<file path="config.mk">
export PLATFORM = sky130hd
export DESIGN_NAME = csc_front
export DESIGN_NICKNAME = d
export VERILOG_FILES = /design/src/sv/csc_pkg.sv /design/src/sv/csc_front.sv
export SDC_FILE = /design/constraint.sdc
export NUM_CORES = 1
export LEC_CHECK = 0
export ABC_AREA = 1
export BUFFER_PORTS_ARGS = -buffer_cell sky130_fd_sc_hd__buf_4
export CORE_MARGIN = 4
export CORE_UTILIZATION = 29
export DETAILED_ROUTE_END_ITERATION = 16
export PLACE_DENSITY = 0.81
export SLEW_MARGIN = 20
export SYNTH_ARGS = -nofsm -noshare
export SYNTH_HDL_FRONTEND = slang
export SYNTH_SLANG_ARGS = --single-unit
</file>
<file path="constraint.sdc">
create_clock -name vclk -period 1.45
set_input_delay 0.145 -clock vclk [all_inputs]
set_output_delay 0.145 -clock vclk [all_outputs]
set_load 0.02 [all_outputs]
</file>
<file path="src/sv/csc_pkg.sv">
// Shared types and constants for the pull-style gather block.
// Used by csc_front, csc_queue, csc_back and csc_pull_gather_sum; no dependencies.
package csc_pkg;

    localparam int KIND_W   = 2;
    localparam int VTX_W    = 10;
    localparam int PROP_W   = 32;
    localparam int SLOT_W   = 12;
    localparam int RANGE_W  = 13;
    localparam int TOTAL_W  = 44;

    localparam logic [KIND_W-1:0] KIND_PROP  = 2'd0;
    localparam logic [KIND_W-1:0] KIND_EDGE  = 2'd1;
    localparam logic [KIND_W-1:0] KIND_SWEEP = 2'd2;

    localparam logic signed [TOTAL_W-1:0] TOTAL_MAX = {1'b0, {(TOTAL_W-1){1'b1}}};
    localparam logic signed [TOTAL_W-1:0] TOTAL_MIN = {1'b1, {(TOTAL_W-1){1'b0}}};

    // Commands handed from the front to the back
    typedef enum logic [1:0] {
        OP_WPROP,
        OP_WNBR,
        OP_SWEEP,
        OP_EMPTY
    } op_t;

    // vtx: property index, source vertex or destination vertex
    // first: edge slot for neighbour writes, range start for sweeps
    typedef struct packed {
        op_t                      op;
        logic [VTX_W-1:0]         vtx;
        logic [PROP_W-1:0]        value;
        logic [RANGE_W-1:0]       first;
        logic [RANGE_W-1:0]       last;
    } cmd_t;

    typedef enum logic [1:0] {
        ST_IDLE,
        ST_WALK,
        ST_DRAIN
    } state_t;

endpackage

</file>
<file path="src/sv/csc_front.sv">
// Front end: accepts input transactions, drops the ones with no effect and
// turns the rest into commands for the queue. Depends on csc_pkg.
module csc_front
    import csc_pkg::*;
#(
    parameter int MAX_VERTICES = 1024,
    parameter int MAX_EDGES    = 4096
)
(
    input  logic                in_valid,
    output logic                in_stall,
    input  logic [KIND_W-1:0]   kind,
    input  logic [VTX_W-1:0]    prop_index,
    input  logic signed [PROP_W-1:0] prop_value,
    input  logic [SLOT_W-1:0]   edge_slot,
    input  logic [VTX_W-1:0]    source_vertex,
    input  logic [VTX_W-1:0]    dest_vertex,
    input  logic [RANGE_W-1:0]  range_begin,
    input  logic [RANGE_W-1:0]  range_end,
    input  logic                queue_full,
    output logic                push,
    output cmd_t                cmd
);

    logic               accept;
    logic [RANGE_W-1:0] last_c;

    assign in_stall = queue_full;
    assign accept   = in_valid && !queue_full;

    // clamp the range end to the neighbour store size
    assign last_c = (32'(range_end) > 32'(MAX_EDGES)) ? RANGE_W'(MAX_EDGES) : range_end;

    always_comb
    begin
        cmd  = '0;
        push = 1'b0;
        case (kind)
            KIND_PROP:
            begin
                cmd.op    = OP_WPROP;
                cmd.vtx   = prop_index;
                cmd.value = prop_value;
                push      = accept && (32'(prop_index) < 32'(MAX_VERTICES));
            end
            KIND_EDGE:
            begin
                cmd.op    = OP_WNBR;
                cmd.vtx   = source_vertex;
                cmd.first = RANGE_W'(edge_slot);
                push      = accept && (32'(edge_slot) < 32'(MAX_EDGES));
            end
            KIND_SWEEP:
            begin
                cmd.op    = (range_begin < last_c) ? OP_SWEEP : OP_EMPTY;
                cmd.vtx   = dest_vertex;
                cmd.first = range_begin;
                cmd.last  = last_c;
                push      = accept;
            end
            default:
            begin
                push = 1'b0;
            end
        endcase
    end

endmodule

</file>
Word-level counts from Yosys, hierarchy flattened
Index checks and enable logic that the tools add are counted.

Equal/unequal tests: 2. Multiplexer cells: 7. Reductions and logical operators: 4. Magnitude comparators: 2.

Operators with widths (count): one-hot mux 12 bit (3 select lines) (1); 2-to-1 mux 32 bit (1); 2-to-1 mux 13 bit (2); one-hot mux 13 bit (2 select lines) (1); greater-than comparator 13 bit (second input constant) (1); < comparator 13 bit (1); OR reduction 3 bit (1); equality test 2 x 1 -> 1 bit (second input constant) (1); equality test 2 bit (second input constant) (1); zero test 2 bit (1); 2-to-1 mux 1 bit (2); logical AND 1 bit (1); zero test 1 bit (1).

Register bits: 0. Word-level logic and storage cells: 15. Output and inout bits: 72.

Longest topological paths before layout
Depth after elaboration: 5. Gate-level depth with buffers: 15.

Least setup slack after synthesis
Ideal clock, no wire load.

Path type: input port to output port. From: in range_end[4]. To: out cmd[68] (netlist bit). Path slack: -0.237 ns. Buffers on the path: 0. Data arrival time: 1.542 ns. Stages on the path: 15. Path through: nor2_1 > nand2_1 > nor2_2 > nand2_2 > nand2_4 > nand2_1 > ha_1 > a21oi_1 > nor2_1 > a211oi_1 > nand2_1 > nand2_1 > nand2_1 > nand2_1 > nand2_1.

RTL lines: from (decl) (RTL line csc_front.sv:19) `input logic [RANGE_W-1:0] range_end,`; to (decl) (RTL line csc_front.sv:22) `output cmd_t cmd`.

==> results.sh <==
export IMPL_synth_fa_ha_area_share_pct=17.3
export IMPL_ys_seq_area_share_pct=0
export IMPL_grt_met1_usage_pct=23.3
export IMPL_startpoint_type="primary input"
export IMPL_hpwl_um=5200
export IMPL_ff_latch_area_um2=0
export IMPL_hold_violations=0
export IMPL_max_slew_margin_pct=73.0
export IMPL_nClkBuffers=0
export IMPL_synth_xor_area_share_pct=0
export IMPL_synthesis_nets=388
export IMPL_crit_fanout=7
export IMPL_area_growth_pct=139
export IMPL_ant_nets=0
export IMPL_power_density_nw_per_um2=312
export IMPL_fin_setup_tns_ns=-0.559
export IMPL_grt_overflow_total=0
export IMPL_totalWireLength_um=6370
export IMPL_fin_crit_ns=2.01
export IMPL_die_x_um=73.0
export IMPL_die_y_um=73.0
export IMPL_yosysTopAreaCell="nand2_1"
export IMPL_slew_viol_final=0
export IMPL_drtPass1Iterations=4
export IMPL_min_path_type="primary input to primary output"
export IMPL_synthMuxAreaShare_pct=0
export IMPL_grt_pass1_vias=2028
export IMPL_violations="setup timing"
export IMPL_crit_required_ns=1.31
export IMPL_maxCapViolations=0
export IMPL_start_util_pct=30.2
export IMPL_yosysWarnings=0
export IMPL_grtUsageTotal_pct=19.8
export IMPL_dpl_instance_area_um2=2720
export IMPL_setup_violations_final=1
export IMPL_synthTopCellsByArea="nand2_1, ha_1, inv_1"
export IMPL_gpl_final_weighted_congestion=0.866
export IMPL_io_buffers=176
export IMPL_vias_per_cell=4.40
export IMPL_grt_util_met3_pct=2.07
export IMPL_drt_first_iter_violations=76
export IMPL_syn_inst=267
export IMPL_antenna_found_initial=0
export IMPL_drc=0
export IMPL_grt_max_degree=43
export IMPL_fin_nets=572
export IMPL_wl_per_cell_um=12.8
export IMPL_avgSynthCellArea_um2=4.59
export IMPL_rows=23
export IMPL_end_kind="primary output"
export IMPL_grt_pass1_wl_um=8780
export IMPL_synth_top_family_by_area="simple AND/OR/NAND/NOR gates"
export IMPL_p_leak_nw=1.88
export IMPL_dieArea_um2=5330
export IMPL_core_region_area_um2=4060
export IMPL_antennaDiodeCount=0
export IMPL_criticalPathCategory="primary input to primary output"
export IMPL_fmax_mhz=498
export IMPL_ys_types=20
export IMPL_grt_setup_unrepaired="true"
export IMPL_synth_compound_area_share_pct=8.78
export IMPL_period_share_pct=139
export IMPL_worst_pin_slew_ns=0.404
export IMPL_io_pin_count=176
export IMPL_ir_drop_v=0.000160
export IMPL_synthSimpleGateAreaFrac_pct=53.2
export IMPL_synth_top_cell_area_share_pct=38.0
export IMPL_status="finished with violations"
export IMPL_grt_busiest_layer="met2"
export IMPL_drive_gt1_share_pct=50.1
export IMPL_n_sequential_cell=0
export IMPL_arrival_ns=1.86
export IMPL_layout_setup_ws_ns=-0.559
export IMPL_netlist_area_um2=1230
export IMPL_grtUsageMet2_pct=39.0
export IMPL_vias=2194
export IMPL_fin_area_um2=2930
-- kinds of logic after synthesis --
group | count (synthesis)
AO/OA/AOI/OAI | 21
adder cells (fa/ha/maj) | 17
buffers and inverters | 66
AND/OR/NAND/NOR | 163
-- synthesized netlist by cell type --
cell      count
and2_1        1
nor2_1       21
clkinv_1      1
inv_1        52
buf_4         1
o21ai_0       2
nor3_1        1
a211oi_1      1
nor2_2        1
nand2_4       1
nor3b_1       1
nand3_1      11
nand3_2       1
clkbuf_1      8
buf_2         2
a21oi_1      18
nand2_1     124
ha_1         17
buf_1         2
nand2_2       1
-- placed cells by master (no fill, tap or decap), types with 3 or more instances in the layout --
cell       n
nand2_2    8
nand3_1   11
buf_12     3
inv_1     51
ha_1       8
ha_4       7
buf_6      5
nand2_1  116
a21oi_1   16
nor2_1    18
buf_4    185
-- worst max-delay path, cell delays in order --
cell      delay [ns]
buf_8           0.10
nor2_4          0.09
nand2_2         0.05
nor2_2          0.13
nand2_2         0.09
nand2_4         0.12
nand2_4         0.07
ha_4            0.22
a21oi_2         0.10
nor2_1          0.06
a211oi_2        0.19
nand2_1         0.07
nand2_1         0.06
nand2_1         0.07
nand2_1         0.09
nand2_2         0.06
buf_6           0.12
-- power breakdown --
| group | leakage [nW] | total, mW | internal [mW] | switching, mW |
|---|---|---|---|---|
| registers | 0 | 0 | 0 | 0 |
| logic | 1.88 | 0.915 | 0.476 | 0.439 |
| clock network | 0 | 0 | 0 | 0 |
-- final timing paths --
check	from	to	slack (ns)	depth (start not counted)
setup / recovery	range_end[7]	cmd[68]	-0.56	17
hold / removal	queue_full	in_stall	0.50	2
-- metal layers --
layer	share of wire, %	routed length [um]	up-vias
met5	0	0	-
met4	0.97	62	0
met3	6.4	408	6
met2	55	3520	73
met1	37	2380	963
li1	-	-	1152
-- final cells by class --
type               count  area [um^2]
fillers              347         1120
inverters             53          199
repair buffers       195         1550
well taps             50         62.6
multi-input cells    201         1130
-- per-stage QoR --
| step | hold slack, ns | setup WS (ns) | power [mW] | instances | utilization, % |
|---|---|---|---|---|---|
| after floorplan | 0.372 | -0.211 | 0.358 | 267 | - |
| after global placement | 0.499 | -0.544 | 0.825 | 497 | 67.1 |
| after detailed placement | 0.500 | -0.603 | 0.837 | 497 | 67.1 |
| after CTS | 0.500 | -0.503 | 0.858 | 498 | 68.3 |
| after global routing | 0.506 | -0.662 | 0.994 | 499 | 72.3 |
| final | 0.500 | -0.559 | 0.915 | 499 | 72.3 |
-- timing repair --
item                                    CTS  global route
hold buffers                              0             0
pin swaps                                 3            19
gates cloned                              0             1
buffers inserted                          1             0
endpoints found under the setup margin    1             4
resized for setup                         6            30
(Power assumes the default switching activity.)
