<file path="src/sv/csc_pkg.sv">
// Shared types and constants for the pull-style gather block.
// Used by csc_front, csc_queue, csc_back and csc_pull_gather_sum; no dependencies.
package csc_pkg;

    localparam int KIND_W   = 2;
    localparam int VTX_W    = 10;
    localparam int PROP_W   = 32;
    localparam int SLOT_W   = 12;
    localparam int RANGE_W  = 13;
    localparam int TOTAL_W  = 44;

    localparam logic [KIND_W-1:0] KIND_PROP  = 2'd0;
    localparam logic [KIND_W-1:0] KIND_EDGE  = 2'd1;
    localparam logic [KIND_W-1:0] KIND_SWEEP = 2'd2;

    localparam logic signed [TOTAL_W-1:0] TOTAL_MAX = {1'b0, {(TOTAL_W-1){1'b1}}};
    localparam logic signed [TOTAL_W-1:0] TOTAL_MIN = {1'b1, {(TOTAL_W-1){1'b0}}};

    // Commands handed from the front to the back
    typedef enum logic [1:0] {
        OP_WPROP,
        OP_WNBR,
        OP_SWEEP,
        OP_EMPTY
    } op_t;

    // vtx: property index, source vertex or destination vertex
    // first: edge slot for neighbour writes, range start for sweeps
    typedef struct packed {
        op_t                      op;
        logic [VTX_W-1:0]         vtx;
        logic [PROP_W-1:0]        value;
        logic [RANGE_W-1:0]       first;
        logic [RANGE_W-1:0]       last;
    } cmd_t;

    typedef enum logic [1:0] {
        ST_IDLE,
        ST_WALK,
        ST_DRAIN
    } state_t;

endpackage

</file>
<file path="src/sv/csc_queue.sv">
// Short command queue between the front and the back.
// Depends on csc_pkg for the command type.
module csc_queue
    import csc_pkg::*;
#(
    parameter int DEPTH = 4
)
(
    input  logic clk,
    input  logic rst_n,
    input  logic push,
    input  cmd_t push_cmd,
    input  logic pop,
    output cmd_t head,
    output logic not_empty,
    output logic full
);

    localparam int PW = (DEPTH > 1) ? $clog2(DEPTH) : 1;

    cmd_t          slots [DEPTH];
    logic [PW:0]   wr_ptr_reg, wr_ptr_next;
    logic [PW:0]   rd_ptr_reg, rd_ptr_next;

    assign not_empty = (wr_ptr_reg != rd_ptr_reg);
    assign full      = (wr_ptr_reg[PW-1:0] == rd_ptr_reg[PW-1:0]) &&
                       (wr_ptr_reg[PW] != rd_ptr_reg[PW]);
    assign head      = slots[rd_ptr_reg[PW-1:0]];

    assign wr_ptr_next = wr_ptr_reg + (PW+1)'(push && !full);
    assign rd_ptr_next = rd_ptr_reg + (PW+1)'(pop && not_empty);

    always_ff @(posedge clk)
    begin
        if (push && !full)
        begin
            slots[wr_ptr_reg[PW-1:0]] <= push_cmd;
        end
    end

    always_ff @(posedge clk or negedge rst_n)
    begin
        if (!rst_n)
        begin
            wr_ptr_reg <= '0;
            rd_ptr_reg <= '0;
        end
        else
        begin
            wr_ptr_reg <= wr_ptr_next;
            rd_ptr_reg <= rd_ptr_next;
        end
    end

endmodule

</file>
<file path="config.mk">
export PLATFORM = sky130hd
export DESIGN_NAME = csc_queue
export DESIGN_NICKNAME = d
export VERILOG_FILES = /design/src/sv/csc_pkg.sv /design/src/sv/csc_queue.sv
export SDC_FILE = /design/constraint.sdc
export NUM_CORES = 1
export LEC_CHECK = 0
export BUFFER_PORTS_ARGS = -buffer_cell sky130_fd_sc_hd__buf_2
export CORE_ASPECT_RATIO = 1.4
export CORE_MARGIN = 4
export CORE_UTILIZATION = 45
export DETAILED_ROUTE_END_ITERATION = 6
export GPL_TIMING_DRIVEN = 0
export SETUP_SLACK_MARGIN = 0.2
export SKIP_CTS_REPAIR_TIMING = 1
export SLEW_MARGIN = 20
export SYNTH_ARGS = -nofsm -noshare
export SYNTH_HDL_FRONTEND = slang
export SYNTH_SLANG_ARGS = --single-unit
</file>
<file path="constraint.sdc">
create_clock -name clk -period 20.4 [get_ports clk]
set_input_delay 4.08 -clock clk [delete_from_list [all_inputs] [get_ports clk]]
set_output_delay 4.08 -clock clk [all_outputs]
set_load 0.05 [all_outputs]
</file>
== After elaboration in Yosys (flattened, before gate mapping) ==
Memories as Yosys holds them, arrays and structs flattened.
Index checks and enable logic that the tools add are counted.

* Word-level logic and storage cells: 14
* Bits in read-only memories: 0
* Latch bits: 0
* Memories kept: 1
* Input bits: 74
* Register bits: 6
* Output and inout bits: 72
* Bits in writable memories: 280

* Divide/modulo/power cells: 0
* Shift-type cells: 0
* Multiplexer cells: 2
* Bitwise operators: 0
* $lt $le $gt $ge: 0
* Equality and inequality tests: 3
* Reduce and logical (&&, ||, !) cells: 4
* $mul: 0
* Add/sub/neg operators: 2

{| class="wikitable"
|+ Memories
! name !! words !! bits a word !! read ports !! clocked after memory_dff !! wr ports !! line !! RTL
|-
| slots || 4 || 70 || 1 || 0 || 1 || csc_queue.sv:21 || <nowiki>cmd_t slots [DEPTH];</nowiki>
|}

{| class="wikitable"
|+ Operators by type and width
! operator !! number
|-
| adder 3 x 1 -> 3 bit || 2
|-
| logical AND 1 bit || 3
|-
| != test 3 bit || 1
|-
| equality test 2 bit || 1
|-
| two-way mux 1 bit || 2
|-
| logical NOT 1 bit || 1
|-
| != test 1 bit || 1
|}

== Logic depth before layout (Yosys ltp) ==
* Depth in word-level cells: 6
* Gate-level depth with buffers: 6
* Gate-level depth less buffers: 5

== Worst setup path before layout ==
Ideal clock, no wire load.

* Kind: input-to-reg
* Start: input port push
* End: memory slots[2][0] in the netlist's numbering (enable)
* Data required time: 19776 ps
* Stages: 2
* Slack: 10298 ps
* Buffers on the path: 0
* Library setup time: 624 ps
* Data arrival time: 9478 ps
* Cell sequence: nand2_1 a311oi_1

* Word-level cells in the longest chain between the ends: 3

{| class="wikitable"
|+ RTL lines
! what !! line !! RTL
|-
| start: declaration || csc_queue.sv:11 || <nowiki>input logic push,</nowiki>
|-
| logical AND 1 bit || csc_queue.sv:35 || <nowiki>if (push && !full)</nowiki>
|-
| two-way mux 1 bit || csc_queue.sv:35 ||
|-
| two-way mux 1 bit (implied by the code) || csc_queue.sv:37 || <nowiki>slots[wr_ptr_reg[PW-1:0]] <= push_cmd;</nowiki>
|-
| end: declaration || csc_queue.sv:21 ||
|}

Every way passes these cells.

== Worst setup path in the final report ==
* Start: register rd_ptr_reg[0]
* End: output port full

* Word-level cells in the longest chain between the ends: 2

{| class="wikitable"
|+ RTL lines
! what !! line !! RTL
|-
| start: declaration || csc_queue.sv:23 || <nowiki>logic [PW:0] rd_ptr_reg, rd_ptr_next;</nowiki>
|-
| start signal: assignment || csc_queue.sv:51 || <nowiki>rd_ptr_reg <= rd_ptr_next;</nowiki>
|-
| equality test 2 bit || csc_queue.sv:26 || <nowiki>assign full = (wr_ptr_reg[PW-1:0] == rd_ptr_reg[PW-1:0]) &&</nowiki>
|-
| logical AND 1 bit || csc_queue.sv:26 ||
|-
| end: declaration || csc_queue.sv:16 || <nowiki>output logic full</nowiki>
|}

Every way passes these cells.

==> qor.csv <==
stage,metric,value,unit
outcome,status,completed,
layout,largest_reg_flops,280,
timing,layout_min_cycle_time,6.615,ns
synth,syn_avg_cell_area,26.55,µm²
detailed_routing,ant_nets,0,
synth,synth_cell_types,18,
synth,synth-xor-area-share,0.4999,%
setup_path,crit_family,XOR/XNOR gates,
run,cap_violations,0,
clock_network,cts_tree,built,
detailed_routing,dr.pass1.iters,4,
clock_network,clock_latency,0.53,ns
layout,finalNonFillerCells,907,
layout,seqCellArea,8558,µm²
clock_network,clkSlewWorstSetupHoldPaths,0.06,ns
global_route,grt_max_degree,19,
global_route,grt_usage,15.40,%
setup_path,cp.required,16.32,ns
detailed_routing,drc_errors,0,
global_route,grt_pass1_vias,5295,
floorplanning,die_w,137.2,µm
synth,synth_area,10510,µm²
setup_path,cp-end-kind,primary output,
clock_network,clock_path_buffers,3,
synth,synth_seq_cells,286,
setup_path,cp_max_fo,8,
timing,hold_violations,0,
synth,syn_nets,474,
layout,drive_gt1_share,48.93,%
place,port_buffers,145,
setup_path,path_class,register to primary output,
clock_network,cts_root_buf,clkbuf_16,
timing,fin_skew,0.01630,ns
layout,multi_input_area,1826,µm²
synth,synth_simple_gate_area_share,0.3452,%
floorplanning,coreArea,22770,µm²
place,hpwl,13110,µm
timing,finalSetupTns,0,ns
timing,rsz0062_at_grt,false,
setup_path,cp-start-kind,register,
place,routabilityCongestion,0.7281,
synth,yosysSeqAreaShare,81.41,%
synth,synth_warnings,0,
floorplanning,start_util,46.16,%
layout,design_area,12950,µm²
setup_path,cp_slowest_cell,xnor2_1,
timing,setup_viol,0,
layout,num-fill-cells,1726,
detailed_routing,wl,19400,µm
global_route,gr-total-overflow,0,
synth,synth-compound-area-share,0.3809,%
setup_path,max_stage_delay,0.88,ns
synth,synth_fa_ha_area_share,0.4761,%
synth,synth_top_family_by_area,multiplexers,
detailed_routing,wire_per_inst,21.39,µm
place,placed_cells_incl_taps,861,
timing,relSlewSlack,26.80,%
global_route,grt_antenna_before_repair,1,
timing,drv_slew,0,
layout,nets,666,
layout,area.growth.synth_to_final,23.20,%
floorplanning,die_y,188.8,µm
hold_path,holdCritPathClass,register to register,
timing,whs,0.5023,ns
setup_path,crit_arrival,2.54,ns
synth,synthMuxAreaShare,15.00,%
global_route,grt_pass1_wl,30210,µm
setup_path,crit_chain,"buf_6, xnor2_1, and3_1, buf_2",
floorplanning,io_pins,146,
setup_path,critPathBufInv,2,
synth,syn_inst,396,
floorplanning,row_count,65,
timing,max_freq,151.2,MHz
timing,worst_pin_slew,1.090,ns
detailed_routing,vias,4782,
place,placed_cell_area,12090,µm²
timing,fin_crit_sh,32.43,%
clock_network,cts.sinks,286,
detailed_routing,drt_iter0_markers,259,
clock_network,htreeDepth,1,
clock_network,numCtsBuffers,26,
floorplanning,dieArea,25900,µm²
detailed_routing,via_per_inst,5.272,
==> Yosys cell counts, drive strengths merged <==
cell type | instances | area [µm²]
xnor2 | 3 | 26.28
inv | 2 | 7.510
ha | 4 | 50.05
nand3 | 2 | 10.01
xor2 | 3 | 26.28
edfxtp | 280 | 8408
or3b | 1 | 8.760
dfrtp | 6 | 150.1
nand2 | 1 | 3.750
a31oi | 5 | 31.28
clkbuf | 1 | 5.000
nand3b | 1 | 7.510
and3 | 1 | 6.260
buf | 15 | 186.4
mux4 | 70 | 1577
a311oi | 1 | 8.760
==> layout make-up <==
type,count,share of cell area (%)
antenna,1,0.01932
multi-input combinational,92,14.10
clock buffer,29,5.275
inverter,2,0.05797
sequential,286,66.08
clock inverter,16,1.266
timing repair buffer,164,8.820
tap,301,2.908
buffer,16,1.478
==> kinds of logic (layout without fill, tap and decap cells) <==
| kind of cell | after synthesis | count (layout) |
|---|---|---|
| compound gates | 6 | 6 |
| flops | 286 | 286 |
| buf+inv | 18 | 227 |
| simple gates | 6 | 6 |
| fa+ha+maj | 4 | 4 |
| xor+xnor | 6 | 6 |
| mux | 70 | 70 |
| other cells | 0 | 1 |
==> layer usage <==
layer	vias up	wire length, µm	global-route usage [%]
li1	2107	-	-
met1	2517	7062	18.75
met2	123	10710	27.50
met3	35	1187	3.045
met4	0	447	4.685
met5	-	0	0
==> path summary, 6_finish.rpt <==
path	start	end	slack, ns	depth (start not counted)
min in group asynchronous	rst_n	wr_ptr_reg[1]$_DFF_PN0_	3.37	1
max in group asynchronous	rst_n	rd_ptr_reg[1]$_DFF_PN0_	16.89	1
min	rd_ptr_reg[1]$_DFF_PN0_	rd_ptr_reg[1]$_DFF_PN0_	0.50	1
max reg2reg	rd_ptr_reg[0]$_DFF_PN0_	slots[2][60]$_DFFE_PP_	17.63	7
min reg2reg	rd_ptr_reg[1]$_DFF_PN0_	rd_ptr_reg[1]$_DFF_PN0_	0.50	1
max	rd_ptr_reg[0]$_DFF_PN0_	full	13.78	4
==> through the flow <==
step,setup WS [ns],utilization [%]
after global routing,13.66,56.87
after detailed placement,14.20,53.11
final,13.78,56.87
after global placement,5.670,51.01
after floorplan,10.30,-
after CTS,13.62,56.83
==> placed cells by master (no fill, tap or decap), types with 3 or more instances in the layout <==
cell type,synthesis,routed
buf_12,7,7
bufinv_16,0,3
dfrtp_1,6,6
buf_6,1,6
mux4_2,70,70
a31oi_4,0,3
xor2_1,3,3
clkinvlp_4,0,5
clkinv_1,0,3
edfxtp_1,280,280
clkinv_2,0,5
ha_1,4,4
clkbuf_16,0,27
buf_16,0,12
buf_2,7,152
Power is left out: the tool's default activity adds up to more than one toggle a clock period on the data nets, which glitch-free logic cannot reach.
